**src/sv/bcnp_pkg.sv**
```systemverilog
// Shared types and constants for the bounding-box center nearest-point block.
// Holds the controller state encoding, the command and status bundles and the
// fixed widths of the result fields. Depends on nothing.
package bcnp_pkg;

   // Fixed widths of the result fields.
   localparam int IDX_OUT_W   = 10;
   localparam int COORD_OUT_W = 16;
   localparam int HALF_OUT_W  = 15;
   localparam int RSP_FIELD_W = IDX_OUT_W + 3 * COORD_OUT_W + HALF_OUT_W + 1;
   localparam int RSP_DATA_W  = ((RSP_FIELD_W + 7) / 8) * 8;
   localparam int RSP_PAD_W   = RSP_DATA_W - RSP_FIELD_W;

   // Controller states.
   typedef enum logic [2:0] {
      ST_LOAD,
      ST_EXTENT,
      ST_BOUND,
      ST_SCAN,
      ST_DRAIN,
      ST_EMIT
   } state_type;

   // Commands from the controller to the datapath.
   typedef struct packed {
      logic store;        // take in the point on the request bus
      logic calc_extent;  // register per-axis extents
      logic calc_bound;   // register centers and the starting bound
      logic scan_step;    // issue one store read in the search pass
      logic emit;         // load the result register and clear the set
   } cmd_type;

   // Status from the datapath to the controller.
   typedef struct packed {
      logic scan_end;     // every stored point has been issued
      logic pipe_busy;    // distance pipeline still holds points
      logic out_free;     // result register can take a new result
   } status_type;

endpackage

```
**src/sv/bcnp_ctrl.sv**
```systemverilog
// Controller state machine: loads points, sequences the extent, bound and
// search steps, and hands the result to the datapath. Depends on bcnp_pkg.
module bcnp_ctrl (
   input  logic                 clock,
   input  logic                 reset,
   input  logic                 req_tvalid,
   input  logic                 req_tlast,
   output logic                 req_tready,
   input  bcnp_pkg::status_type status,
   output bcnp_pkg::cmd_type    cmd
);
   import bcnp_pkg::*;

   state_type state_ff, state_in;

   // State register.
   always_ff @(posedge clock) begin
      if (reset) begin
         state_ff <= ST_LOAD;
      end else begin
         state_ff <= state_in;
      end
   end

   // Next state and commands.
   always_comb begin
      state_in   = state_ff;
      cmd        = '0;
      req_tready = 1'b0;
      case (state_ff)
         ST_LOAD: begin
            req_tready = 1'b1;
            cmd.store  = req_tvalid;
            if (req_tvalid && req_tlast) begin
               state_in = ST_EXTENT;
            end
         end
         ST_EXTENT: begin
            cmd.calc_extent = 1'b1;
            state_in        = ST_BOUND;
         end
         ST_BOUND: begin
            cmd.calc_bound = 1'b1;
            state_in       = ST_SCAN;
         end
         ST_SCAN: begin
            if (status.scan_end) begin
               state_in = ST_DRAIN;
            end else begin
               cmd.scan_step = 1'b1;
            end
         end
         ST_DRAIN: begin
            if (!status.pipe_busy) begin
               state_in = ST_EMIT;
            end
         end
         ST_EMIT: begin
            if (status.out_free) begin
               cmd.emit = 1'b1;
               state_in = ST_LOAD;
            end
         end
         default: begin
            state_in = ST_LOAD;
         end
      endcase
   end

endmodule

```
**config.mk**
```make
export PLATFORM = sky130hd
export DESIGN_NAME = bcnp_ctrl
export DESIGN_NICKNAME = d
export VERILOG_FILES = /design/src/sv/bcnp_pkg.sv /design/src/sv/bcnp_ctrl.sv
export SDC_FILE = /design/constraint.sdc
export NUM_CORES = 1
export LEC_CHECK = 0
export ABC_AREA = 1
export BUFFER_PORTS_ARGS = -buffer_cell sky130_fd_sc_hd__buf_2
export CORE_AREA = 2 2 39 41
export DETAILED_ROUTE_END_ITERATION = 8
export DIE_AREA = 0 0 41 43
export PLACE_DENSITY = 0.39
export SLEW_MARGIN = 20
export SYNTH_ARGS = -nofsm -noshare
export SYNTH_HDL_FRONTEND = slang
export SYNTH_SLANG_ARGS = --single-unit
```
**constraint.sdc**
```tcl
create_clock -name clock -period 1.61 [get_ports clock]
set_input_delay 0.322 -clock clock [delete_from_list [all_inputs] [get_ports clock]]
set_output_delay 0.322 -clock clock [all_outputs]
set_load 0.01 [all_outputs]
```
==> reports/summary.txt <==
clock period minus worst slack - 1.514 ns
fill count - 166
status - complete, no violations
Adder-Cell Fraction of Synth Area - 0
vias in the first global route - 235
I/O Buffers - 12
Num CTS Buffers - 3
Hold Violations, Final - 0
hold buffers post-CTS - 0
largest family of logic cells by synthesized area - simple AND/OR/NAND/NOR gates
register area share after synthesis - 0.2667
Synth Warn # - 0
worst hold stages - 2
Final Power - 633.9 uW
fmax - 0.6603 GHz
Netlist Area Pre-Place - 225.2 sq um
post-synthesis xor/xnor area fraction - 0
Final Worst Setup Slack - 0.09552 ns
first-pass GRT wire length - 772 um
R2R depth - 7
clk_lat worst skew - 0.22 ns
WS Path Type - flip-flop to primary output
# setup viols final - 0
hold path startpoint - reset
CP Max Fanout - 7
WHS Endpoint - state_ff[1]
largest net degree at the start of global routing - 9
Biggest register - state_ff
Die W - 41 um
VDD IR max - 0.3668 mV
Avg Inst Size Synth - 6.087 sq um
Post-Synth Simple-Gate Area - 0.5056
worst hold path class - primary input to flip-flop
area grow syn2layout - 45.56%
CTS root buf - clkbuf_4
Placed Instances - 64
H-tree levels - 1
cells after synthesis - 37
post-cts resize count - 0
multiplexer share of the synthesized area - 0
Sink Count - 3
First-pass DRT Iterations - 1
core area - 1384 sq um
non-filler cells, final - 68
Reg clk slew, reported paths - 0.04 ns
Syn Nets - 44
biggest regs - state_ff x3
crit path capture type - primary output
Ports - 13
vias after detailed routing - 266
WL final - 531 um
synthesis-stage register bit count - 3
Register Area - 61.31 sq um
nets - 60
post-place setup slack - 0.3014 ns
Arr. time, crit path - 1.19 ns
critical-path cell list - inv_1 -> nor4_1 -> buf_2
max reg flops - 3
Leak - 0.1847 nW
RSZ-0062 raised after global routing - false
Slew @ Worst Pin - 0.2604 ns
power density over the cells - 1934 nW/um^2
Post CTS Setup Buffer Count - 0
ant diodes - 0
footprint of the multi-input gates - 133.9 sq um
slew margin rel. - 0.8257
Total GRT Usage - 0.06613
die span in y - 43 um
share of layout cells above drive strength 1 - 0.4231
Routed Antenna Nets - 0
Compound-Gate Fraction of Synth Area - 0.08889
Cell Rows - 14
Initial DRC Count - 0
WHS - 0.2618 ns
total of max-cap violations - 0
crit share post-route - 0.9407
worst endpoint required time - 1.29 ns
DR DRC count - 0
die footprint - 1763 sq um
CTS Buffer Depth - 2
slowest stage cell, crit path - dfxtp_1
Routed WL per cell - 7.809 um
GRT overflow - 0
Worst R2R Start - state_ff[0]
dpl hpwl - 450.1 um
Largest stage delay, worst path - 0.43 ns
max-slew violations - 0
Top delay family on crit path - flip-flops
antenna violations before repair - 0
Setup crit start kind - flip-flop
r2r setup slk - 0.48 ns
TritonCTS clock tree - done
synth unique cells - 15
initial core utilization - 0.1627
Buffers & Inverters on Critical Path - 2
clock skew - 0.0004082 ns
gpl congestion - 0.6229
reg-to-reg endpoint - state_ff[0]
vias per cell - 3.912
setup TNS - 0 ns
==> final cells by class <==
class                           instances  area share
Tap cell                               16     0.06107
Timing Repair Buffer                   12      0.1832
Multi-Input combinational cell         26      0.4084
Sequential cell                         3      0.1870
Inverter                                7     0.08015
Clock buffer                            4     0.08015
==> worst register-to-register path, cell delays in order (launching register included) <==
cell     delay (ns)
dfxtp_1        0.43
nor2_1         0.14
nand3_2        0.09
nand2_1        0.06
nor2_2         0.14
nand2_1        0.07
nand2_1        0.05
nor2_1         0.03
==> cells by family after synthesis <==
| group | count (synthesis) |
|---|---|
| AND/OR/NAND/NOR | 22 |
| buffers and inverters | 8 |
| AO/OA/AOI/OAI | 4 |
| flip-flops | 3 |
==> cells in the mapped netlist <==
cell type / count / area share
o21ai_0: 1 / 0.022
inv_1: 7 / 0.12
nand2_1: 5 / 0.083
nor2_1: 4 / 0.067
nor4_1: 1 / 0.028
nor3_1: 3 / 0.067
buf_2: 1 / 0.022
nor2_2: 2 / 0.056
nand4_1: 1 / 0.028
a21oi_1: 3 / 0.067
nand3_2: 1 / 0.044
nand3_1: 2 / 0.044
and3_2: 1 / 0.033
dfxtp_1: 3 / 0.27
nand2_2: 2 / 0.056
==> report_power, final <==
part           switching [mW]  total [mW]  internal (mW)
Clock                  0.0338       0.126         0.0926
Combinational           0.193       0.329          0.136
Sequential             0.0651       0.179          0.114
==> metal layers <==
metal  track usage  part of all wire  vias to the layer above
met2        0.1156              0.53                       10
met3       0.03141             0.077                        0
met1       0.05431              0.39                      109
met4       0.04000                 0                        0
li1              -                 -                      147
met5             0                 0                        -
==> cell usage in the layout (no fill, tap or decap) <==
master and count:
clkbuf_4 3, and3_2 1, nor4_1 1, nand3_1 2
nand3_2 1, nor2_2 2, dfxtp_2 1, a21oi_1 3
nand2_1 5, clkbuf_1 1, buf_2 12, dfxtp_1 2
nor3_1 3, o21ai_0 1, nand2_2 2, inv_1 7
nand4_1 1, nor2_1 4
==> worst max path at each step <==
stage	startpoint	to	slack, ns	depth (start not counted)
2_1_floorplan	state_ff[2]	cmd[0]	0.35	3
3_3_place_gp	state_ff[2]	cmd[0]	0.29	3
3_5_place_dp	state_ff[2]	cmd[0]	0.30	3
4_1_cts	state_ff[2]	cmd[0]	0.06	3
5_1_grt	state_ff[0]	cmd[0]	0.04	3
6_report	state_ff[0]	cmd[0]	0.1	3
==> through the flow <==
step	util	cell area (sq um)
3_5_place_dp	0.2170	300.3
3_3_place_gp	0.2170	300.3
4_1_cts	0.2360	326.6
5_1_grt	0.2369	327.8
6_report	0.2369	327.8
2_1_floorplan	-	225.2
No activity file was read; power rests on OpenSTA's default activity.
